<file path="config.mk">
export PLATFORM = sky130hd
export DESIGN_NAME = qme_divider
export DESIGN_NICKNAME = d
export VERILOG_FILES = /design/src/rtl/core/qme_pkg.sv /design/src/rtl/core/qme_divider.sv
export SDC_FILE = /design/constraint.sdc
export NUM_CORES = 1
export LEC_CHECK = 0
export ABC_AREA = 0
export BUFFER_PORTS_ARGS = -buffer_cell sky130_fd_sc_hd__buf_2
export CAP_MARGIN = 10
export CORE_MARGIN = 4
export CORE_UTILIZATION = 50
export DETAILED_ROUTE_END_ITERATION = 7
export PLACE_DENSITY = 0.72
export SYNTH_ARGS = -nofsm -noshare
export SYNTH_HDL_FRONTEND = slang
export SYNTH_SLANG_ARGS = --single-unit
</file>
<file path="constraint.sdc">
create_clock -name clk_i -period 4.67 [get_ports clk_i]
set_input_delay 0.2335 -clock clk_i [delete_from_list [all_inputs] [get_ports clk_i]]
set_output_delay 0.2335 -clock clk_i [all_outputs]
set_load 0.03 [all_outputs]
</file>
<file path="src/rtl/core/qme_pkg.sv">
// Shared types and constants for the queue machine execute unit.
// No dependencies; every module of the block imports this package.
`timescale 1ns / 1ps

package qme_pkg;

  localparam int unsigned WordW        = 16;
  localparam int unsigned OpW          = 5;
  localparam int unsigned RegAddrW     = 5;
  localparam int unsigned LabelW       = 12;
  localparam int unsigned RegCount     = 26;
  localparam int unsigned ProgramDepth = 4096;

  typedef enum logic [OpW-1:0] {
    OP_PUSH         = 5'd0,
    OP_ADD          = 5'd1,
    OP_SUB          = 5'd2,
    OP_MUL          = 5'd3,
    OP_DIV          = 5'd4,
    OP_MOD          = 5'd5,
    OP_POP_TO_REG   = 5'd6,
    OP_PUSH_REG     = 5'd7,
    OP_PRINT_POP    = 5'd8,
    OP_PRINT_REG    = 5'd9,
    OP_CHAR_POP     = 5'd10,
    OP_CHAR_REG     = 5'd11,
    OP_JUMP         = 5'd12,
    OP_JUMP_ZERO    = 5'd13,
    OP_JUMP_EQUAL   = 5'd14,
    OP_JUMP_GREATER = 5'd15,
    OP_QUIT         = 5'd16,
    OP_NOP          = 5'd17
  } op_e;

  typedef enum logic [1:0] {
    EMIT_NONE   = 2'd0,
    EMIT_NUMBER = 2'd1,
    EMIT_CHAR   = 2'd2
  } emit_e;

  typedef enum logic [1:0] {
    FAULT_NONE      = 2'd0,
    FAULT_UNDERFLOW = 2'd1,
    FAULT_OVERFLOW  = 2'd2
  } fault_e;

  // Value queue commands from the sequencer.
  typedef struct packed {
    logic rd;    // read the front entry, data valid next cycle
    logic pop;   // advance the head
    logic push;  // write at the tail and advance it
  } qme_q_ctl_t;

  // Value queue occupancy seen by the sequencer.
  typedef struct packed {
    logic full;
    logic has_one;
    logic has_two;
  } qme_q_status_t;

endpackage

</file>
<file path="src/rtl/core/qme_divider.sv">
// Unsigned restoring divider, one quotient bit per cycle.
// Depends on qme_pkg for the word width.
`timescale 1ns / 1ps

module qme_divider import qme_pkg::*; (
  input  logic             clk_i,
  input  logic             rst_ni,
  input  logic             start_i,
  input  logic [WordW-1:0] dividend_i,
  input  logic [WordW-1:0] divisor_i,
  output logic             done_o,
  output logic [WordW-1:0] quotient_o,
  output logic [WordW-1:0] remainder_o
);

  localparam int unsigned CntW = $clog2(WordW);

  logic            busy_q, done_q;
  logic [CntW-1:0] cnt_q;
  logic [WordW-1:0] quo_q, rem_q, dvs_q;
  logic [WordW:0]   trial;

  assign trial = {rem_q, quo_q[WordW-1]} - {1'b0, dvs_q};

  always_ff @(posedge clk_i) begin
    if (start_i) begin
      quo_q <= dividend_i;
      rem_q <= '0;
      dvs_q <= divisor_i;
    end else if (busy_q) begin
      // keep the trial difference when it does not go negative
      if (!trial[WordW]) begin
        rem_q <= trial[WordW-1:0];
        quo_q <= {quo_q[WordW-2:0], 1'b1};
      end else begin
        rem_q <= {rem_q[WordW-2:0], quo_q[WordW-1]};
        quo_q <= {quo_q[WordW-2:0], 1'b0};
      end
    end
  end

  always_ff @(posedge clk_i or negedge rst_ni) begin
    if (!rst_ni) begin
      busy_q <= 1'b0;
      done_q <= 1'b0;
      cnt_q  <= '0;
    end else begin
      done_q <= 1'b0;
      if (start_i) begin
        busy_q <= 1'b1;
        cnt_q  <= '0;
      end else if (busy_q) begin
        cnt_q <= cnt_q + CntW'(1);
        if (cnt_q == CntW'(WordW - 1)) begin
          busy_q <= 1'b0;
          done_q <= 1'b1;
        end
      end
    end
  end

  assign done_o      = done_q;
  assign quotient_o  = quo_q;
  assign remainder_o = rem_q;

endmodule
</file>
* Word level (Yosys, flattened, before mapping)
Index checks and enable logic that the tools add are counted.
** Word-level totals
- Flip-flop bits (word level) :: 54
- Input port bits :: 35
- Output and inout bits :: 33
** Operators by class
- $add $sub $neg :: 2
- Eq/ne operators :: 1
- Muxes and demuxes :: 12
- Reductions and logical operators :: 1
** Operators by type and width (number)
- $mux 16 :: 3
- $sub 17x16->17 :: 1
- $mux 4 :: 2
- $mux 1 :: 7
- $add 4x1->4 const B :: 1
- $eq 4x4->1 const B :: 1
- $reduce_bool 2->1 :: 1

* Logic depth before layout (Yosys ltp)
Gate-level depths: netlist of the first run.
- Depth after elaboration :: 4
- Gate-level depth with buffers :: 11
- Depth with buffers taken out :: 10

* Worst setup path before layout of the first run
OpenSTA, ideal clock, no wires.
- Kind :: register -> register
- From :: register quo_q[15] (netlist: quotient_o[15])
- To :: register quo_q[0] (netlist: quotient_o[0]), data pin
- Library setup time :: 0.272 ns
- Arrival :: 2.724 ns
- Path slack :: 1.674 ns
- Cell stages (with the launch flop) :: 11
- Buffers on the path :: 1
- Clock period less this slack :: 2.996 ns
- Cell sequence :: edfxtp_1 > inv_1 > ha_1 > fa_1 > nand2b_1 > a21oi_1 > o211ai_2 > mux2i_1 > a2111oi_4 > buf_2 > o21ai_0
** Between the ends
- Longest elaborated chain between the ends :: 4
** Ends and longest elaborated chain
- from (decl) :: line qme_divider.sv:20 : logic [WordW-1:0] quo_q, rem_q, dvs_q;
- from (signal assigned) :: line qme_divider.sv:27 : quo_q <= dividend_i;
- from (signal assigned) :: line qme_divider.sv:34 : quo_q <= {quo_q[WordW-2:0], 1'b1};
- from (signal assigned) :: line qme_divider.sv:37 : quo_q <= {quo_q[WordW-2:0], 1'b0};
- $sub 17x16->17 :: line qme_divider.sv:23 : assign trial = {rem_q, quo_q[WordW-1]} - {1'b0, dvs_q};
- $mux 1 :: line qme_divider.sv:32 : if (!trial[WordW]) begin
- $mux 16 :: line qme_divider.sv:30 : end else if (busy_q) begin
- $mux 16 :: line qme_divider.sv:26 : if (start_i) begin
Every way passes these cells. The select of a mux whose other input is x is not followed.
A chain may end at the register's enable or synchronous reset.

* Worst setup path after layout of the first run
- From :: register quo_q[15] (netlist: quotient_o[15])
- To :: register rem_q[15] (netlist: remainder_o[15])
** Between the ends
- Longest elaborated chain between the ends :: 2
** Ends and longest elaborated chain
- $sub 17x16->17 :: line qme_divider.sv:23
- $mux 16 :: line qme_divider.sv:32
- to (signal assigned) :: line qme_divider.sv:33 : rem_q <= trial[WordW-1:0];
- to (signal assigned) :: line qme_divider.sv:36 : rem_q <= {rem_q[WordW-2:0], quo_q[WordW-1]};
- to (decl) :: line qme_divider.sv:20
Every way passes these cells.

==> results.cfg, run 1 <==
[outcome]
status = completed

[placement]
dpl.cell_count = 407
dp_hpwl_mm = 4.815
place_congestion = 0.8955
pre_cts_ws_ns = 1.333
numPortBuffers = 67

[grt]
antenna_found_initial = 0
grt_max_degree = 48
grt-ovfl-total = 0
first_global_vias = 2270
grt_pass1_wl_mm = 10.63
grt_usage_pct = 18.16

[timing]
setup_viol = 0
max_freq_mhz = 297.2
worst_pin_slew_ns = 0.8180
rsz0062_at_grt = false
hold_viol_final = 0
fin_ws_ns = 1.306
period_needed_ns = 3.364
drv_slew = 0
max_slew_margin_pct = 45.46
fin_crit_sh_pct = 72.04
fin_worst_skew_ns = 0.003466
finalSetupTns_ns = 0

[route]
antenna_left = 0
drc = 0
routed_via_density = 5.582
post_drt_wl_per_cell_um = 15.53
routed_wl_mm = 6.461
drt_pass1_iterations = 4
vias = 2322
drt_iter0_drc = 112

[floorplanning]
start_util_pct = 52.94
fp-row-count = 27
die_w_um = 85.29
dieArea_mm2 = 0.007274
die_y_um = 85.29
coreArea_mm2 = 0.005642
pin_count = 68

[clock_network]
htree_levels = 2
clk_latency_ns = 0.31
clk_pin_slew_worst_paths_ns = 0.10
cts_root_buf = clkbuf_8
numCtsBuffers = 5
clk_path_buf_depth = 2
cts_tree = done
cts.sink_count = 54
cts-resized-gates = 0

[finish]
nNetsFinal = 396
area_growth_pct = 16.30
fin_cells = 416
fillCellCount = 497
drive_above_1_share_pct = 28.20
antenna_cells = 0

[min_path]
hold_class = input port to flop

[yosys]
syn_inst = 278
syn_nets = 331
synth_seq_cells = 54
synth_area_mm2 = 0.002987
synth-warning-count = 0
synth-edff-count = 32
yosysSeqAreaShare_pct = 47.93
synth.avg_cell_area_um2 = 10.74
async_reset_ff_share_pct = 11.11
ys.flop_type = edfxtp_1
synthDistinctLibCells = 41

[pwr]
p_clk_share_pct = 13.6
p_int_uw = 1148
vdd_ir_drop_max_mv = 0.2383
power_density_mw_per_mm2 = 593.9
seqPwrFrac_pct = 33.7
swShare_pct = 44.36
power_frac_comb_pct = 52.7
p_leak_uw = 0.001608
p_sw_uw = 915.0

[critical_path]
start_kind = flop
cp-end-kind = flop
worst-setup-path-type = flop to flop
crit_fanout = 16
cp.arrival_ns = 3.55
critPathRequiredTime_ns = 4.85

[job]
drv_cap = 0
## critical path, cell delays in order, from the launching register on
cell and delay, ns:
edfxtp_1 0.37, inv_1 0.05, ha_1 0.21, fa_1 0.39, nand2b_1 0.18, a21oi_1 0.26
o211ai_2 0.15, mux2i_1 0.17, a2111oi_4 0.78, buf_4 0.36, mux2i_1 0.22, o22ai_1 0.08
## synth_stat cells (2+ instances only)
library cell | instances | area share [%]
nor2_1 | 20 | 2.5
a21oi_1 | 17 | 2.8
a211oi_1 | 9 | 2.3
buf_2 | 2 | 0.34
mux2_2 | 15 | 5.7
clkbuf_1 | 5 | 0.63
ha_1 | 17 | 7.1
nand2_1 | 21 | 2.6
mux2i_1 | 11 | 3.7
o311ai_0 | 6 | 1.8
edfxtp_1 | 32 | 32
buf_1 | 3 | 0.38
o21ai_0 | 13 | 2.2
a21o_1 | 4 | 1.0
inv_1 | 19 | 2.4
nand4_1 | 4 | 0.84
nor2b_1 | 5 | 1.0
dfxtp_1 | 16 | 11
nand2b_1 | 6 | 1.3
o211ai_1 | 2 | 0.50
xnor2_1 | 6 | 1.8
buf_6 | 2 | 0.75
nor3_1 | 3 | 0.50
xor2_1 | 9 | 2.6
nand3_1 | 9 | 1.5
dfrtp_1 | 6 | 5.0
and3_4 | 2 | 0.75
## worst paths after layout
| path | from | end | slack [ns] | depth (start not counted) |
|---|---|---|---|---|
| min | divisor_i[2] | dvs_q[2]$_DFFE_PP_ | 0.09 | 1 |
| max in group asynchronous | rst_ni | cnt_q[2]$_DFFE_PN0P_ | 4.28 | 2 |
| max | quotient_o[15]$_DFFE_PP_ | remainder_o[15]$_SDFFE_PP0P_ | 1.31 | 11 |
| max reg2reg | quotient_o[15]$_DFFE_PP_ | remainder_o[15]$_SDFFE_PP0P_ | 1.31 | 11 |
| min reg2reg | remainder_o[2]$_SDFFE_PP0P_ | remainder_o[2]$_SDFFE_PP0P_ | 0.52 | 2 |
| min in group asynchronous | rst_ni | cnt_q[1]$_DFFE_PN0P_ | 0.26 | 2 |
## cell families (layout without fill, tap and decap cells)
group                    count (synthesis)  in the layout  synth area share [%]
AO/OA/AOI/OAI                           62             62                 14.45
flip-flops                              54             54                 47.93
AND/OR/NAND/NOR                         72             72                 11.60
XOR/XNOR                                15             15                 4.399
adder cells (fa/ha/maj)                 18             18                 7.792
multiplexers                            26             26                 9.342
buffers and inverters                   31             97                 4.483
## state kept, by name (all words and copies together), names as in the netlist
name and count:
remainder_o 16, cnt_q 4, quotient_o 16, busy_q 1
dvs_q 16, done_o 1
## layer usage
| layer | vias to the layer above | routed length [um] | track usage [%] |
|---|---|---|---|
| li1 | 1144 | - | - |
| met2 | 72 | 3181 | 31.21 |
| met1 | 1096 | 2693 | 22.22 |
| met4 | 0 | 97 | 5.180 |
| met3 | 10 | 488 | 5.049 |
| met5 | - | 0 | 0 |
## area by class of cell
type | count | area (um^2) | share of cell area, %
timing repair buffer | 70 | 360.3 | 10.37
clock inverter | 2 | 16.27 | 0.4683
tap | 72 | 90.09 | 2.594
sequential | 54 | 1431 | 41.21
multi-input combinational | 193 | 1421 | 40.92
clock buffer | 6 | 82.58 | 2.378
inverter | 19 | 71.32 | 2.053
## metrics by stage
stage	area [um^2]	hold slack, ns	utilization, %	power [uW]
after floorplan	2987	-0.06209	-	1539
after CTS	3473	0.08439	61.57	2063
final	3473	0.08967	61.57	2063
after detailed placement	3364	0.06181	59.64	1780
after global placement	3364	0.06444	59.64	1754
after global routing	3473	0.06786	61.57	2207
## repair_timing
item / 4_1_cts / 5_1_grt
setup buffers: 0 / 0
hold buffers: 1 / 0
endpoints found under the hold margin: 6 / 0
## cell usage in the layout, fill, tap and decap left out, types with 5 or more instances in the layout
master,count
nor2b_1,5
buf_2,67
xnor2_1,6
xor2_1,9
a21oi_1,17
edfxtp_1,32
o21ai_0,13
inv_1,19
o311ai_0,6
nand2_1,21
dfxtp_1,16
clkbuf_8,6
mux2_2,15
nor2_1,20
nand2b_1,6
a211oi_1,9
dfrtp_1,6
nand3_1,9
mux2i_1,11
ha_1,17
## power by group through the flow
stage               Sequential (uW)  Clock (uW)  Combinational [uW]
floorplan                       858           0                 681
global placement                703           0                1050
detailed placement              705           0                1070
CTS                             696         286                1080
global route                    712         316                1180
finish                          694         282                1090
(Power assumes the default switching activity.)
==> run 2: changes to the inputs <==
- ABC_AREA: 0 -> 1
- PLACE_DENSITY: 0.72 -> 0.71
- clock period: 4.67 -> 3.35 ns (I/O delays scaled with it)
==> results.cfg, run 2 <==
[critical_path]
cpPeakStageDelay_ns = 0.42
path_cells = inv_1, ha_1, fa_1, inv_1, nand2_1, nand2_1, nand3_1, nand2_1, nand2_2, nand2_2, nand2_2, nand2_2, nand2_1, nand3_1, nand2_1
start_kind = flop
r2r_end = remainder_o[7]$_SDFFE_PP0P_
cp-end-kind = flop
r2r-start = quotient_o[15]$_DFFE_PP_
r2r_setup_slack_ns = 0.94
worst-setup-path-type = flop to flop
critPathRequiredTime_ns = 3.56
crit_slowest_cell = fa_1
path_common_cell = nand2_1
cp.arrival_ns = 2.61
crit_fanout = 13
reg2regPathDepth = 15

[clock_network]
clk_latency_ns = 0.31
post_cts_buffers = 0
clk_pin_slew_worst_paths_ns = 0.10
cts.sink_count = 54
htree_levels = 2
clk_path_buf_depth = 2
numCtsBuffers = 5
cts_tree = done
cts_root_buf = clkbuf_8

[finish]
nNetsFinal = 581
final_cell_mix = 198 x nand2_1, 88 x inv_1, 67 x buf_2
drive_above_1_share_pct = 16.82
area_growth_pct = 15.87
fillCellCount = 592
layout_commonest_cell = nand2_1
final_core_util_pct = 59.98
fin_cells = 606
antenna_cells = 0

[route]
drt_iter0_drc = 162
drc = 0
routed_wl_mm = 7.183
antenna_left = 0
drt_pass1_iterations = 4
post_drt_wl_per_cell_um = 11.85
routed_via_density = 4.792
vias = 2904

[timing]
rsz0062_at_grt = false
setup_viol = 0
max_freq_mhz = 415.6
drv_slew = 0
hold-worst-slack_ns = 0.02339
fin_worst_skew_ns = 0.007079
finalSetupTns_ns = 0
hold_viol_final = 0
worst_pin_slew_ns = 0.7933
period_needed_ns = 2.406
max_slew_margin_pct = 47.06
fin_ws_ns = 0.9440
fin_crit_sh_pct = 71.82

[floorplanning]
coreArea_mm2 = 0.006350
fp-row-count = 29
pin_count = 68
die_w_um = 89.08
die_y_um = 89.08
start_util_pct = 51.76
dieArea_mm2 = 0.007935

[yosys]
synth-warning-count = 0
synthDistinctLibCells = 26
async_reset_ff_share_pct = 11.11
synth.area.top_cells = edfxtp_1 29%, nand2_1 23%, inv_1 10%
yosysSeqAreaShare_pct = 43.55
yosys.cell_count.top_type = nand2_1
ys.flop_type = edfxtp_1
synth_top_cell_by_area = edfxtp_1
synth_area_mm2 = 0.003287
syn_inst = 458
synthTopCellsByCount = 198 x nand2_1, 88 x inv_1, 32 x edfxtp_1
synth-edff-count = 32
synth_seq_cells = 54
synth.avg_cell_area_um2 = 7.177
synth_top_area_share_pct = 29.23
syn_nets = 511

[grt]
grt_pass1_wl_mm = 11.70
antenna_found_initial = 0
grt-ovfl-total = 0
first_global_vias = 2604
grt_max_degree = 21
grt_usage_pct = 18.75

[placement]
dp_hpwl_mm = 5.419
pre_cts_ws_ns = 0.9245
numPortBuffers = 67
place_congestion = 0.8602
dpl.cell_count = 596

[min_path]
hold_depth = 1
min_to = dvs_q[14]$_DFFE_PP_
hold_class = input port to flop
hp-start = divisor_i[14]

[outcome]
status = completed

[pwr]
power_density_mw_per_mm2 = 775.2
vdd_ir_drop_max_mv = 0.5843
p_leak_uw = 0.002178

[job]
drv_cap = 0
run 2: where the power goes:
group	leakage [uW]	switching (uW)	internal, uW	total [uW]
Combinational	0.00159	1050	518	1570
Clock	0.0000514	219	223	442
Sequential	0.000541	109	834	943
run 2: cell type report:
type                       instances  area [um^2]  area share [%]
clock buffer                       6        72.57           1.905
clock inverter                     2        37.54          0.9855
inverter                          89        334.1           8.771
multi-input combinational        308         1476           38.76
sequential                        54         1431           37.58
tap                               77        96.34           2.530
timing repair buffer              70        360.3           9.461
run 2: repair_timing:
| action | 4_1_cts | 5_1_grt |
|---|---|---|
| gates resized for setup | 0 | 0 |
| hold endpoints to repair | 6 | 0 |
| hold buffers | 1 | 0 |
run 2: worst max path at each step:
stage | cells after the start | endpoint | start | slack [ns]
global route | 14 | remainder_o[11]$_SDFFE_PP0P_ | quotient_o[15]$_DFFE_PP_ | 0.77
CTS | 13 | quotient_o[0]$_DFFE_PP_ | quotient_o[15]$_DFFE_PP_ | 0.95
finish | 15 | remainder_o[7]$_SDFFE_PP0P_ | quotient_o[15]$_DFFE_PP_ | 0.94
detailed placement | 4 | cnt_q[1]$_DFFE_PN0P_ | start_i | 0.92
floorplan | 14 | quotient_o[0]$_DFFE_PP_ | quotient_o[15]$_DFFE_PP_ | 1.00
global placement | 3 | quotient_o[10]$_DFFE_PP_ | start_i | 0.99
run 2: kinds of logic after synthesis:
family                   Yosys count  synth area share (%)
AND/OR/NAND/NOR                  264                 32.97
flip-flops                        54                 43.55
AO/OA/AOI/OAI                     19                 3.007
XOR/XNOR                           7                 1.865
adder cells (fa/ha/maj)           18                 7.080
buffers and inverters             96                 11.53
run 2: per-stage QoR:
step	instance area (um^2)	total power (uW)
after global placement	3681	2492
final	3809	2953
after detailed placement	3681	2516
after floorplan	3287	2179
after global routing	3809	3222
after CTS	3801	2967
run 2: per-layer routing:
metal  GRT usage, %  routed length, um
met1          24.05               3142
met2          31.95               3506
met3          4.332                452
met4          4.736                 82
met5              0                  0
run 2: worst max-delay path, delay by kind of cell (launching register included):
family | cells | cell delay, ns
simple gates | 11 | 1.14
flops | 1 | 0.36
fa+ha+maj | 2 | 0.65
buf+inv | 2 | 0.13
