$ cat src/rtl/core/qme_pkg.sv
// Shared types and constants for the queue machine execute unit.
// No dependencies; every module of the block imports this package.
`timescale 1ns / 1ps

package qme_pkg;

  localparam int unsigned WordW        = 16;
  localparam int unsigned OpW          = 5;
  localparam int unsigned RegAddrW     = 5;
  localparam int unsigned LabelW       = 12;
  localparam int unsigned RegCount     = 26;
  localparam int unsigned ProgramDepth = 4096;

  typedef enum logic [OpW-1:0] {
    OP_PUSH         = 5'd0,
    OP_ADD          = 5'd1,
    OP_SUB          = 5'd2,
    OP_MUL          = 5'd3,
    OP_DIV          = 5'd4,
    OP_MOD          = 5'd5,
    OP_POP_TO_REG   = 5'd6,
    OP_PUSH_REG     = 5'd7,
    OP_PRINT_POP    = 5'd8,
    OP_PRINT_REG    = 5'd9,
    OP_CHAR_POP     = 5'd10,
    OP_CHAR_REG     = 5'd11,
    OP_JUMP         = 5'd12,
    OP_JUMP_ZERO    = 5'd13,
    OP_JUMP_EQUAL   = 5'd14,
    OP_JUMP_GREATER = 5'd15,
    OP_QUIT         = 5'd16,
    OP_NOP          = 5'd17
  } op_e;

  typedef enum logic [1:0] {
    EMIT_NONE   = 2'd0,
    EMIT_NUMBER = 2'd1,
    EMIT_CHAR   = 2'd2
  } emit_e;

  typedef enum logic [1:0] {
    FAULT_NONE      = 2'd0,
    FAULT_UNDERFLOW = 2'd1,
    FAULT_OVERFLOW  = 2'd2
  } fault_e;

  // Value queue commands from the sequencer.
  typedef struct packed {
    logic rd;    // read the front entry, data valid next cycle
    logic pop;   // advance the head
    logic push;  // write at the tail and advance it
  } qme_q_ctl_t;

  // Value queue occupancy seen by the sequencer.
  typedef struct packed {
    logic full;
    logic has_one;
    logic has_two;
  } qme_q_status_t;

endpackage

$ cat src/rtl/core/qme_reg_file.sv
// Register file: synchronous memory, two read ports and one write port.
// Valid bits stand for the all-zero reset. Depends on qme_pkg.
`timescale 1ns / 1ps

module qme_reg_file import qme_pkg::*; (
  input  logic                clk_i,
  input  logic                rst_ni,
  input  logic                rd_i,
  input  logic [RegAddrW-1:0] raddr_a_i,
  input  logic [RegAddrW-1:0] raddr_b_i,
  output logic [WordW-1:0]    rdata_a_o,
  output logic [WordW-1:0]    rdata_b_o,
  input  logic                we_i,
  input  logic [RegAddrW-1:0] waddr_i,
  input  logic [WordW-1:0]    wdata_i
);

  logic [WordW-1:0]    mem_q [RegCount];
  logic [RegCount-1:0] valid_q;
  logic [WordW-1:0]    data_a_q, data_b_q;
  logic                hit_a_q, hit_b_q;
  logic                in_a, in_b, in_w;

  assign in_a = (raddr_a_i < RegAddrW'(RegCount));
  assign in_b = (raddr_b_i < RegAddrW'(RegCount));
  assign in_w = (waddr_i < RegAddrW'(RegCount));

  always_ff @(posedge clk_i) begin
    if (we_i && in_w) begin
      mem_q[waddr_i] <= wdata_i;
    end
    if (rd_i) begin
      data_a_q <= mem_q[raddr_a_i];
      data_b_q <= mem_q[raddr_b_i];
    end
  end

  // An entry never written, or an index past the file, reads as zero.
  always_ff @(posedge clk_i or negedge rst_ni) begin
    if (!rst_ni) begin
      valid_q <= '0;
      hit_a_q <= 1'b0;
      hit_b_q <= 1'b0;
    end else begin
      if (we_i && in_w) begin
        valid_q[waddr_i] <= 1'b1;
      end
      if (rd_i) begin
        hit_a_q <= in_a && valid_q[raddr_a_i];
        hit_b_q <= in_b && valid_q[raddr_b_i];
      end
    end
  end

  assign rdata_a_o = hit_a_q ? data_a_q : '0;
  assign rdata_b_o = hit_b_q ? data_b_q : '0;

endmodule

$ cat config.mk
export PLATFORM = sky130hd
export DESIGN_NAME = qme_reg_file
export DESIGN_NICKNAME = d
export VERILOG_FILES = /design/src/rtl/core/qme_pkg.sv /design/src/rtl/core/qme_reg_file.sv
export SDC_FILE = /design/constraint.sdc
export NUM_CORES = 1
export LEC_CHECK = 0
export BUFFER_PORTS_ARGS = -buffer_cell sky130_fd_sc_hd__buf_2
export CORE_MARGIN = 4
export CORE_UTILIZATION = 25
export DETAILED_ROUTE_END_ITERATION = 8
export PLACE_DENSITY_LB_ADDON = 0.25
export SYNTH_ARGS = -nofsm -noshare
export SYNTH_HDL_FRONTEND = slang
export SYNTH_SLANG_ARGS = --single-unit
$ cat constraint.sdc
create_clock -name clk_i -period 1.5 [get_ports clk_i]
set_input_delay 0.45 -clock clk_i [delete_from_list [all_inputs] [get_ports clk_i]]
set_output_delay 0.45 -clock clk_i [all_outputs]
set_load 0.02 [all_outputs]
**Word-level counts from Yosys, hierarchy flattened**

Memories as Yosys holds them, arrays and structs flattened. A register that Yosys moved wholly into a read port is not among the register bits.
Index checks and enable logic that the tools add are counted.

- Memory bits (writable): 416
- Bits in registers: 28
- Input port bits: 35
- Output and inout bits: 32
- Word-level logic and storage cells: 26
- Memories kept: 1

Memory list:

| name | words | width | rd ports | clocked after Yosys merged registers in | write ports | RTL line | source |
|---|---|---|---|---|---|---|---|
| mem_q | 26 | 16 | 2 | 2 | 1 | qme_reg_file.sv:18 | `logic [WordW-1:0] mem_q [RegCount];` |

- Magnitude comparators: 7
- Mux-type cells: 10
- Reduce and logical (&&, ||, !) cells: 4
- Bitwise gates (word level): 1

Operators with widths:

| cell | number |
|---|---|
| 16-bit two-way mux | 2 |
| 26-bit bitwise OR | 1 |
| 5-bit by 6-bit less-than comparator with 1-bit output, second input constant | 3 |
| 5-bit less-than comparator, second input constant | 3 |
| 1-bit binary-select mux with 5-bit select | 2 |
| 1-bit demux with 5-bit select | 1 |
| 5-bit by 1-bit >= comparator with 1-bit output, second input constant | 1 |
| 1-bit two-way mux | 5 |
| 1-bit logical AND | 4 |

**Longest topological paths before layout**

Gate-level depths: netlist (run 1).

- Word-level depth: 5
- Depth in mapped cells: 8
- Gate-level depth less buffers: 4

**Worst setup path before layout (run 1)**

Ideal clock, no wire load.

- Path kind: input-to-reg
- From: in raddr_b_i[0]
- To: reg data_b_q[2] (read register of mem_q), data pin
- Path buffers: 3
- Library setup time: 255 ps
- Data arrival time: 1,943 ps
- Stages: 7
- Required time: 1,245 ps
- Path slack: -698 ps
- Cell sequence: buf_2 -> buf_4 -> buf_2 -> mux4_2 -> mux2i_1 -> nand2_1 -> a31o_1

RTL lines:

| item | RTL line | source |
|---|---|---|
| from (decl) | qme_reg_file.sv:10 | `input logic [RegAddrW-1:0] raddr_b_i,` |
| to (decl) | qme_reg_file.sv:20 | `logic [WordW-1:0] data_a_q, data_b_q;` |

**Worst setup path in the final report (run 1)**

- From: reg hit_b_q
- To: out rdata_b_o[5]

- Longest elaborated chain between the ends: 1

Ends and longest elaborated chain:

| item | RTL line | source |
|---|---|---|
| from (decl) | qme_reg_file.sv:21 | `logic hit_a_q, hit_b_q;` |
| from (signal assigned) | qme_reg_file.sv:50 | `hit_b_q <= in_b && valid_q[raddr_b_i];` |
| 16-bit two-way mux | qme_reg_file.sv:56 | `assign rdata_b_o = hit_b_q ? data_b_q : '0;` |
| to (decl) | qme_reg_file.sv:12 | `output logic [WordW-1:0] rdata_b_o,` |

Every way passes these cells.

==> impl_metrics.env, run 1 <==
export IMPL_worst_pin_slew_ns=0.5071
export IMPL_p_int_mw=24.38
export IMPL_r2r_slack_ns=-0.29
export IMPL_path_cells="buf_12, and2_4, buf_6"
export IMPL_combPwrFrac=0.117
export IMPL_maxSlewHeadroom=0.6619
export IMPL_cp_arrival_ns=1.48
export IMPL_seqPwrFrac=0.477
export IMPL_regToRegEndpoint="data_b_q[3]$_DFFE_PP_"
export IMPL_cap_violations=0
export IMPL_max_stage_delay_ns=0.44
export IMPL_finalHoldViolations=0
export IMPL_synth_flop_cell="edfxtp_1"
export IMPL_postSynthAreaPerCell_sq_um=19.04
export IMPL_r2r_start="mem_q[11][3]$_DFFE_PP_"
export IMPL_crit_path_end_kind="primary output"
export IMPL_numCtsBuffers=54
export IMPL_portBuffers=66
export IMPL_hold_path_class="input port to register"
export IMPL_drive_gt1_frac=0.4773
export IMPL_finalInstanceArea_sq_mm=0.02841
export IMPL_ioPinCount=67
export IMPL_synth_cell_types=35
export IMPL_vdd_drop_max_mv=0.8215
export IMPL_worst_setup_path_type="register to primary output"
export IMPL_antenna_found_initial=7
export IMPL_path_clk_slew_ns=0.06
export IMPL_status="finished, violations left"
export IMPL_p_leak_nw=9.671
export IMPL_initial_core_util=0.2524
export IMPL_via_count=12720
export IMPL_htreeDepth=2
export IMPL_die_h_um=304.2
export IMPL_area_growth_pct=29.51
export IMPL_synth_warnings=0
export IMPL_nNetsFinal=1422
export IMPL_wl_um=70490
export IMPL_grt_pass1_vias=13400
export IMPL_drtIter0Drc=1035
export IMPL_start_kind="register"
export IMPL_ys_seq_elements=476
export IMPL_via_per_inst=4.911
export IMPL_min_delay_start="rd_i"
export IMPL_slowest_stage="dfrtp_2"
export IMPL_layout_setup_ws_ns=-0.4332
export IMPL_cts_tree="built"
export IMPL_cts_path_max_buffers=3
export IMPL_yosysSeqAreaShare=0.6453
export IMPL_gr_total_overflow=0
export IMPL_clkSinkCount=476
export IMPL_swShare=0.2345
export IMPL_ys_top_cells_by_area="edfxtp_1 61%, mux4_2 20%, mux2i_1 6.1%, dfrtp_1 3.2%, nand2_1 1.2%"
export IMPL_rsz0062_at_grt="yes"
export IMPL_dp_cells=2488
export IMPL_insertion_delay_ns=0.61
export IMPL_root_buffer="clkbuf_16"
export IMPL_worst_hold_path_endpoint="data_a_q[0]$_DFFE_PP_"
export IMPL_gp_congestion=0.7942
export IMPL_synth_common_cells="448 x edfxtp_1, 197 x mux4_2, 133 x mux2i_1"
export IMPL_clkPwrFrac=0.406
export IMPL_finalClockSkew_ns=0.01563
export IMPL_switchingPower_mw=7.467
export IMPL_die_w_um=304.2
export IMPL_wl_per_cell_um=27.22
export IMPL_ant_nets=0
export IMPL_synth_edf_count=448
export IMPL_synth_most_common_cell="edfxtp_1"
export IMPL_grt_pass1_wl_um=100600
export IMPL_dieArea_sq_mm=0.09254
export IMPL_violations="setup timing"
export IMPL_syn_nets=1187
export IMPL_r2r_cells=5
export IMPL_cp_required_ns=1.05
export IMPL_std_cell_rows=108
export IMPL_coreArea_sq_mm=0.08689
export IMPL_fin_crit_sh=1.289
export IMPL_grt_util_all_layers=0.1498
export IMPL_dp_hpwl_um=47770
export IMPL_max_freq_ghz=0.5173
export IMPL_final_cells=2590
export IMPL_synthArstFlopShare=0.05882
export IMPL_hold_depth=1
export IMPL_synth_top_area_frac=0.6133
export IMPL_placed_area_sq_mm=0.02616
export IMPL_synth_top_area_cell="edfxtp_1"
export IMPL_drc=0
export IMPL_firstDrtPassIters=5
export IMPL_period_needed_ns=1.933
export IMPL_grt_max_degree=38
export IMPL_slew_violations=0
export IMPL_synthCells=1152
export IMPL_power_density_mw_per_mm2=1121
export IMPL_syn_area_sq_mm=0.02193
export IMPL_cp_max_fo=4
export IMPL_setup_viol=61
[logic make-up (layout without fill, tap and decap cells)]
group / count (synthesis) / after routing / synth area share
and+or+nand+nor: 179 / 179 / 0.03936
DFF: 476 / 476 / 0.6453
other: 0 / 2 / 0
muxes: 335 / 335 / 0.2655
buffers and inverters: 87 / 368 / 0.02110
AOI/OAI and AO/OA: 75 / 75 / 0.02875
[sequential cells by signal, summed over array words and instances (netlist names)]
name      flops
mem_q       416
valid_q      26
data_a_q     16
data_b_q     16
hit_a_q       1
hit_b_q       1
[worst max-delay path by stage]
stage          slack [ns]                      to                start
2_1_floorplan       -0.48  data_b_q[11]$_DFFE_PP_         raddr_b_i[0]
4_1_cts             -0.51           rdata_b_o[11]  hit_b_q$_DFFE_PN0P_
6_report            -0.43            rdata_b_o[5]  hit_b_q$_DFFE_PN0P_
3_5_place_dp        -1.01   data_a_q[3]$_DFFE_PP_         raddr_a_i[0]
3_3_place_gp        -1.00   data_a_q[3]$_DFFE_PP_         raddr_a_i[0]
5_1_grt             -0.47            rdata_b_o[1]  hit_b_q$_DFFE_PN0P_
[cell type report]
cell class / count / area [sq um]
antenna: 2 / 5.005
clock buffer: 68 / 1425
clock inverter: 34 / 300.3
fill: 8274 / 58480
inverter: 5 / 18.77
multi-input combinational: 589 / 7863
sequential: 476 / 14150
tap: 1155 / 1445
timing repair buffer: 261 / 3196
[power by group through the flow]
| stage | clock (mW) | sequential (mW) | combinational (mW) |
|---|---|---|---|
| 5_1_grt | 13.8 | 15.2 | 3.96 |
| 4_1_cts | 13.3 | 15.2 | 3.68 |
| 3_5_place_dp | 0 | 15.4 | 3.49 |
| 2_1_floorplan | 0 | 15.3 | 2.02 |
| 6_report | 12.9 | 15.2 | 3.72 |
| 3_3_place_gp | 0 | 15.4 | 3.47 |
[per-layer routing]
metal  routed length, um  global-route usage  share of wire  up-vias
li1                    -                   -              -     5302
met1               32040              0.2179           0.45     6888
met2               32810              0.2375           0.47      446
met3                4207             0.02123          0.060       81
met4                1423             0.03621          0.020        2
met5                   7                   0       0.000099        -
[critical path, delay by kind of cell, from the launching register on]
| family | cells | cell delay (ns) |
|---|---|---|
| buffers and inverters | 2 | 0.28 |
| and+or+nand+nor | 1 | 0.16 |
| DFF | 1 | 0.44 |
[through the flow]
step,util,TNS [ns],total power [mW],worst slack (ns),hold slack (ns)
3_5_place_dp,0.3011,-113.15,18.94,-1.008,0.4755
6_report,0.3269,-16.39,31.85,-0.4332,0.2681
2_1_floorplan,-,-14.44,17.37,-0.4750,0.1544
4_1_cts,0.3251,-18.41,32.11,-0.5064,0.2353
5_1_grt,0.3269,-19.56,33.01,-0.4740,0.2493
3_3_place_gp,0.3011,-106.71,18.92,-1.002,0.4768
[placed cells by master, fill, tap and decap left out, drive strengths merged, types with 4 or more instances in the layout]
| master | n |
|---|---|
| a221oi | 18 |
| a31o | 14 |
| a32o | 16 |
| and2 | 33 |
| buf | 257 |
| bufinv | 5 |
| clkbuf | 71 |
| clkinv | 27 |
| dfrtp | 28 |
| edfxtp | 448 |
| inv | 7 |
| mux2 | 5 |
| mux2i | 133 |
| mux4 | 197 |
| nand2 | 68 |
| nand2b | 4 |
| nand3 | 5 |
| nor2 | 32 |
| nor2b | 8 |
| o22ai | 14 |
| or2 | 29 |
[what timing repair did]
| action | 4_1_cts | 5_1_grt |
|---|---|---|
| pin swaps | 16 | 17 |
| setup endpoints to repair | 65 | 66 |
| cloned | 2 | 1 |
| gates resized for setup | 96 | 32 |
| buffers inserted | 0 | 1 |
| hold endpoints to repair | 28 | 0 |
| hold buffers | 1 | 0 |
Power figures use the tool's default switching activity.
==> run 2: changes to the inputs <==
--- a/config.mk
+++ b/config.mk
@@ -9,7 +9,8 @@
 export CORE_MARGIN = 4
 export CORE_UTILIZATION = 25
 export DETAILED_ROUTE_END_ITERATION = 8
-export PLACE_DENSITY_LB_ADDON = 0.25
+export PLACE_DENSITY = 0.41
+export RECOVER_POWER = 25
 export SYNTH_ARGS = -nofsm -noshare
 export SYNTH_HDL_FRONTEND = slang
 export SYNTH_SLANG_ARGS = --single-unit
==> run 2 against run 1 <==
  * The flow still finishes with violations (setup timing)
  * First-iteration DRC count fell by 4.8%
  * Critical path depth did not move
  * Total power fell by 0.94%
  * Worst setup slack improved by 0.0030 ns
  * Combinational power rose by 2%
  * Flip-flop and latch count did not move
  * Sequential power barely moved
  * Global-route usage rose by 0.40 points
  * Register-to-register slack improved by 0.02 ns
  * Die area did not move
  * Critical path type unchanged
  * Largest cell class unchanged
==> impl_metrics.env, run 2 (synthesis gave the netlist of run 1 again) <==
export IMPL_status="finished, violations left"
export IMPL_violations="setup timing"
export IMPL_cts_path_max_buffers=3
export IMPL_insertion_delay_ns=0.61
export IMPL_drtIter0Drc=985
export IMPL_path_buf_inv=2
export IMPL_largest_reg_flops=416
export IMPL_fin_tns_setup_ns=-16.65
export IMPL_reg_largest_list="mem_q (416), valid_q (26)"
export IMPL_portBuffers=66
export IMPL_cp_required_ns=1.05
export IMPL_crit_family="flip-flops"
export IMPL_htreeDepth=2
export IMPL_drc=0
export IMPL_ant_nets=0
export IMPL_nNetsFinal=1457
export IMPL_area_growth_pct=30.58
export IMPL_final_cell_mix="448 x edfxtp_1, 197 x mux4_2, 129 x buf_4"
export IMPL_power_density_mw_per_mm2=1101
export IMPL_std_cell_rows=108
export IMPL_hold_path_class="input port to asynchronous set/reset pin"
export IMPL_dp_cells=2502
export IMPL_crit_path_end_kind="primary output"
export IMPL_fin_hold_ws_ns=0.2940
export IMPL_max_stage_delay_ns=0.41
export IMPL_cp_arrival_ns=1.48
export IMPL_wl_um=71960
export IMPL_cts_tree="built"
export IMPL_vdd_drop_max_mv=0.8160
export IMPL_slew_violations=0
export IMPL_via_count=12580
export IMPL_grt_util_all_layers=0.1538
export IMPL_clkSinkCount=476
export IMPL_slowest_stage="dfrtp_1"
export IMPL_final_cells=2622
export IMPL_setup_viol=64
export IMPL_path_clk_slew_ns=0.06
export IMPL_die_w_um=304.2
export IMPL_period_needed_ns=1.930
export IMPL_cap_violations=0
export IMPL_rsz0062_at_grt="yes"
export IMPL_regMostFlops="mem_q"
export IMPL_worst_pin_slew_ns=1.277
export IMPL_fin_crit_sh=1.287
export IMPL_finalClockSkew_ns=0.02285
export IMPL_dp_hpwl_um=50110
export IMPL_grt_pass1_wl_um=102200
export IMPL_drive_gt1_frac=0.4754
export IMPL_dieArea_sq_mm=0.09254
export IMPL_initial_core_util=0.2524
export IMPL_gp_congestion=0.7736
export IMPL_layout_setup_ws_ns=-0.4302
export IMPL_final_common_cell="edfxtp_1"
export IMPL_grt_pass1_vias=13610
export IMPL_maxSlewHeadroom=0.1485
export IMPL_root_buffer="clkbuf_16"
export IMPL_via_per_inst=4.798
export IMPL_ioPinCount=67
export IMPL_firstDrtPassIters=5
export IMPL_coreArea_sq_mm=0.08689
export IMPL_cp_max_fo=13
export IMPL_worst_setup_path_type="register to primary output"
export IMPL_die_h_um=304.2
export IMPL_path_cells="buf_12, and2_1, buf_2"
export IMPL_numCtsBuffers=54
export IMPL_finalHoldViolations=0
export IMPL_nFillCells=8263
export IMPL_start_kind="register"
export IMPL_p_leak_nw=9.792
export IMPL_gr_total_overflow=0
export IMPL_max_freq_ghz=0.5181
export IMPL_grt_max_degree=27
export IMPL_wl_per_cell_um=27.44
export IMPL_antenna_found_initial=2
## run 2: stage by stage
step	util	setup slack [ns]	area (sq um)	power (mW)
after floorplan	-	-0.4750	22390	17.37
after global routing	0.3296	-0.4897	28640	32.75
after detailed placement	0.3028	-0.8973	26310	19.04
after global placement	0.3028	-0.9045	26310	19.02
after CTS	0.3286	-0.4818	28550	31.98
final	0.3296	-0.4302	28640	31.55
## run 2: layout make-up
type	count	area [sq um]	area share
Multi-Input combinational cell	589	7901	0.2759
Inverter	5	18.77	0.0006553
Tap cell	1155	1445	0.05045
Antenna cell	1	2.502	0.00008737
Sequential cell	476	14150	0.4941
Timing Repair Buffer	296	3460	0.1208
Clock inverter	30	229.0	0.007994
Clock buffer	70	1433	0.05002
## run 2: worst paths after layout
path,cells after the start,endpoint,slack [ns],start
max,3,rdata_b_o[3],-0.43,hit_b_q$_DFFE_PN0P_
min,2,valid_q[23]$_DFFE_PN0P_,0.29,rst_ni
max reg2reg,4,data_b_q[1]$_DFFE_PP_,-0.27,mem_q[15][1]$_DFFE_PP_
min reg2reg,1,valid_q[18]$_DFFE_PN0P_,0.50,valid_q[18]$_DFFE_PN0P_
max in group asynchronous,3,valid_q[13]$_DFFE_PN0P_,0.78,rst_ni
min in group clk_i,3,hit_b_q$_DFFE_PN0P_,0.30,rd_i
## run 2: metal layers
| metal | up-vias | GRT usage | share of wire |
|---|---|---|---|
| li1 | 5384 | - | - |
| met1 | 6840 | 0.2194 | 0.47 |
| met2 | 275 | 0.2478 | 0.47 |
| met3 | 82 | 0.02081 | 0.038 |
| met4 | 0 | 0.04116 | 0.021 |
| met5 | - | 0 | 0 |
## run 2: report_power, final
part / total [mW] / internal, mW / switching [mW]
Sequential: 15.2 / 15.0 / 0.221
Clock: 12.6 / 7.21 / 5.35
Combinational: 3.81 / 1.89 / 1.92
## run 2: what timing repair did
action	CTS	global route
cloned	3	0
buffers inserted	15	2
setup endpoints to repair	65	66
hold endpoints to repair	12	0
hold buffers	1	0
pin swaps	15	14
gates resized for setup	73	28
## run 2: worst reg2reg max path: cells and delay by family, from the launching register on
kind	cells	cell delay [ns]
AO/OA/AOI/OAI	2	0.41
multiplexers	2	0.69
flip-flops	1	0.39
==> run 3: changes to the inputs <==
--- a/config.mk
+++ b/config.mk
@@ -6,11 +6,11 @@
 export NUM_CORES = 1
 export LEC_CHECK = 0
 export BUFFER_PORTS_ARGS = -buffer_cell sky130_fd_sc_hd__buf_2
-export CORE_MARGIN = 4
 export CORE_UTILIZATION = 25
 export DETAILED_ROUTE_END_ITERATION = 8
 export PLACE_DENSITY = 0.41
 export RECOVER_POWER = 25
+export SETUP_SLACK_MARGIN = 0.02
 export SYNTH_ARGS = -nofsm -noshare
 export SYNTH_HDL_FRONTEND = slang
 export SYNTH_SLANG_ARGS = --single-unit
==> run 3 against run 2 <==
  * The flow still finishes with violations (setup timing)
  * Worst hold slack lost 0.00090 ns
  * First-iteration DRC count shrank 15%
  * Total power shrank 0.36%
  * Via count up 0.25%
  * Sequential share of layout area grew 0.12 points
  * Clock power barely moved
  * Fmax fell by 4.3%
  * Die area is 3.9% lower
  * Critical path type unchanged
  * Critical endpoint is now rdata_b_o[14]
  * Highest routed layer unchanged
==> impl_metrics.env, run 3 (synthesis gave the netlist of run 1 again) <==
export IMPL_hold_depth=3
export IMPL_largest_reg_flops=416
export IMPL_drtIter0Drc=833
export IMPL_final_cell_mix="448 x edfxtp_1, 197 x mux4_2, 120 x mux2i_1"
export IMPL_clkSinkCount=476
export IMPL_violations="setup timing"
export IMPL_min_delay_start="rd_i"
export IMPL_path_clk_slew_ns=0.06
export IMPL_wl_um=72160
export IMPL_status="finished, violations left"
export IMPL_die_w_um=298.2
export IMPL_dieArea_sq_mm=0.08893
export IMPL_vdd_drop_max_mv=0.7874
export IMPL_slowest_stage="dfrtp_2"
export IMPL_rsz0062_at_grt="yes"
export IMPL_gp_congestion=0.7986
export IMPL_numCtsBuffers=54
export IMPL_via_per_inst=4.849
export IMPL_seqCellArea_sq_mm=0.01415
export IMPL_nNetsFinal=1445
export IMPL_ant_nets=0
export IMPL_cts_tree="built"
export IMPL_max_freq_ghz=0.4957
export IMPL_grt_util_all_layers=0.1624
export IMPL_maxSlewHeadroom=0.1355
export IMPL_layout_setup_ws_ns=-0.5176
export IMPL_dp_hpwl_um=49260
export IMPL_cp_max_fo=12
export IMPL_r2r_cells=5
export IMPL_wl_per_cell_um=27.74
export IMPL_antenna_found_initial=0
export IMPL_drive_gt1_frac=0.4751
export IMPL_nFillCells=8279
export IMPL_dp_cells=2478
export IMPL_cp_arrival_ns=1.57
export IMPL_die_h_um=298.2
export IMPL_std_cell_rows=108
export IMPL_fin_crit_sh=1.345
export IMPL_worst_pin_slew_ns=1.297
export IMPL_grt_pass1_vias=13470
export IMPL_finalClockSkew_ns=0.02054
export IMPL_path_buf_inv=2
export IMPL_start_kind="register"
export IMPL_fin_tns_setup_ns=-17.87
export IMPL_htreeDepth=2
export IMPL_cp_required_ns=1.05
export IMPL_ioPinCount=67
export IMPL_worst_setup_path_type="register to primary output"
export IMPL_num_antenna_cells=0
export IMPL_regMostFlops="mem_q"
export IMPL_path_cells="buf_8, and2_1, buf_2"
export IMPL_grt_pass1_wl_um=102300
export IMPL_utilization=0.3289
export IMPL_regToRegEndpoint="data_b_q[6]$_DFFE_PP_"
export IMPL_dp_slack_ns=-0.8924
export IMPL_max_stage_delay_ns=0.45
export IMPL_r2r_start="mem_q[10][6]$_DFFE_PP_"
export IMPL_worst_hold_path_endpoint="hit_b_q$_DFFE_PN0P_"
export IMPL_root_buffer="clkbuf_16"
export IMPL_fin_hold_ws_ns=0.2931
export IMPL_cap_violations=0
export IMPL_crit_family="flip-flops"
export IMPL_area_growth_pct=30.28
export IMPL_drc=0
export IMPL_p_leak_nw=9.760
export IMPL_r2r_slack_ns=-0.33
export IMPL_reg_largest_list="mem_q (416), valid_q (26)"
export IMPL_coreArea_sq_mm=0.08689
export IMPL_cts_path_max_buffers=3
export IMPL_period_needed_ns=2.018
export IMPL_finalHoldViolations=0
export IMPL_gr_total_overflow=0
export IMPL_hold_path_class="input port to register"
export IMPL_power_density_mw_per_mm2=1100
export IMPL_slew_violations=0
export IMPL_multiInputGateArea_sq_mm=0.007916
export IMPL_portBuffers=66
export IMPL_firstDrtPassIters=7
export IMPL_via_count=12610
export IMPL_initial_core_util=0.2524
export IMPL_final_cells=2601
export IMPL_grt_max_degree=29
export IMPL_insertion_delay_ns=0.62
export IMPL_final_common_cell="edfxtp_1"
export IMPL_setup_viol=64
export IMPL_crit_path_end_kind="primary output"
[run 3: changes by cell type in the layout (fill, tap and decap cells not counted), moves of 3 or more]
cell / change
mux2i_2: -6
clkinv_1: -7
mux2i_1: +7
buf_4: -16
nand3_2: -3
nand3_4: +3
clkbuf_1: -5
buf_12: +3
[run 3: worst register-to-register path, stage by stage, from the launching register on]
cell and delay (ns):
edfxtp_1 0.38, buf_4 0.14, mux4_2 0.47, mux2i_1 0.19, o22ai_2 0.16, a31o_1 0.25
[run 3: stage by stage]
step           area, sq um  power (mW)
2_1_floorplan        22420       17.38
3_3_place_gp         26220       19.00
3_5_place_dp         26220       19.02
4_1_cts              28330       31.75
5_1_grt              28580       32.49
6_report             28580       31.43
[run 3: layout make-up]
type	count	area share
sequential	476	0.4953
clock inverter	24	0.006480
tap	1155	0.05057
multi-input combinational	589	0.2770
timing repair buffer	284	0.1193
clock buffer	68	0.05057
inverter	5	0.0007881
[run 3: what timing repair did]
item	CTS	global route
pin swaps	21	12
hold buffers	1	0
setup buffers	8	23
resized for setup	72	25
endpoints found under the setup margin	66	66
cloned	3	0
hold endpoints to repair	28	0
[run 3: worst max path at each step]
stage / startpoint / end / slack [ns] / cells past startpoint
finish: hit_b_q$_DFFE_PN0P_ / rdata_b_o[14] / -0.52 / 3
global route: hit_b_q$_DFFE_PN0P_ / rdata_b_o[14] / -0.56 / 3
floorplan: raddr_b_i[0] / data_b_q[11]$_DFFE_PP_ / -0.48 / 7
detailed placement: raddr_b_i[0] / data_b_q[10]$_DFFE_PP_ / -0.89 / 7
CTS: hit_b_q$_DFFE_PN0P_ / rdata_b_o[14] / -0.55 / 3
global placement: raddr_b_i[0] / data_b_q[10]$_DFFE_PP_ / -0.88 / 7
[run 3: per-layer routing]
metal  track usage  routed length, um  up-vias
met5             0                  0        -
met4       0.03614               1248        0
met3       0.02188               3026       76
met2        0.2654              34830      320
met1        0.2288              33060     6860
li1              -                  -     5357
[run 3: power breakdown]
group | switching [mW] | total (mW) | internal [mW] | leakage [nW]
registers | 0.230 | 15.2 | 15.0 | 4.38
logic | 1.91 | 3.80 | 1.89 | 4.59
clock network | 5.36 | 12.4 | 7.09 | 0.794
total | 7.50 | 31.4 | 23.9 | 9.76
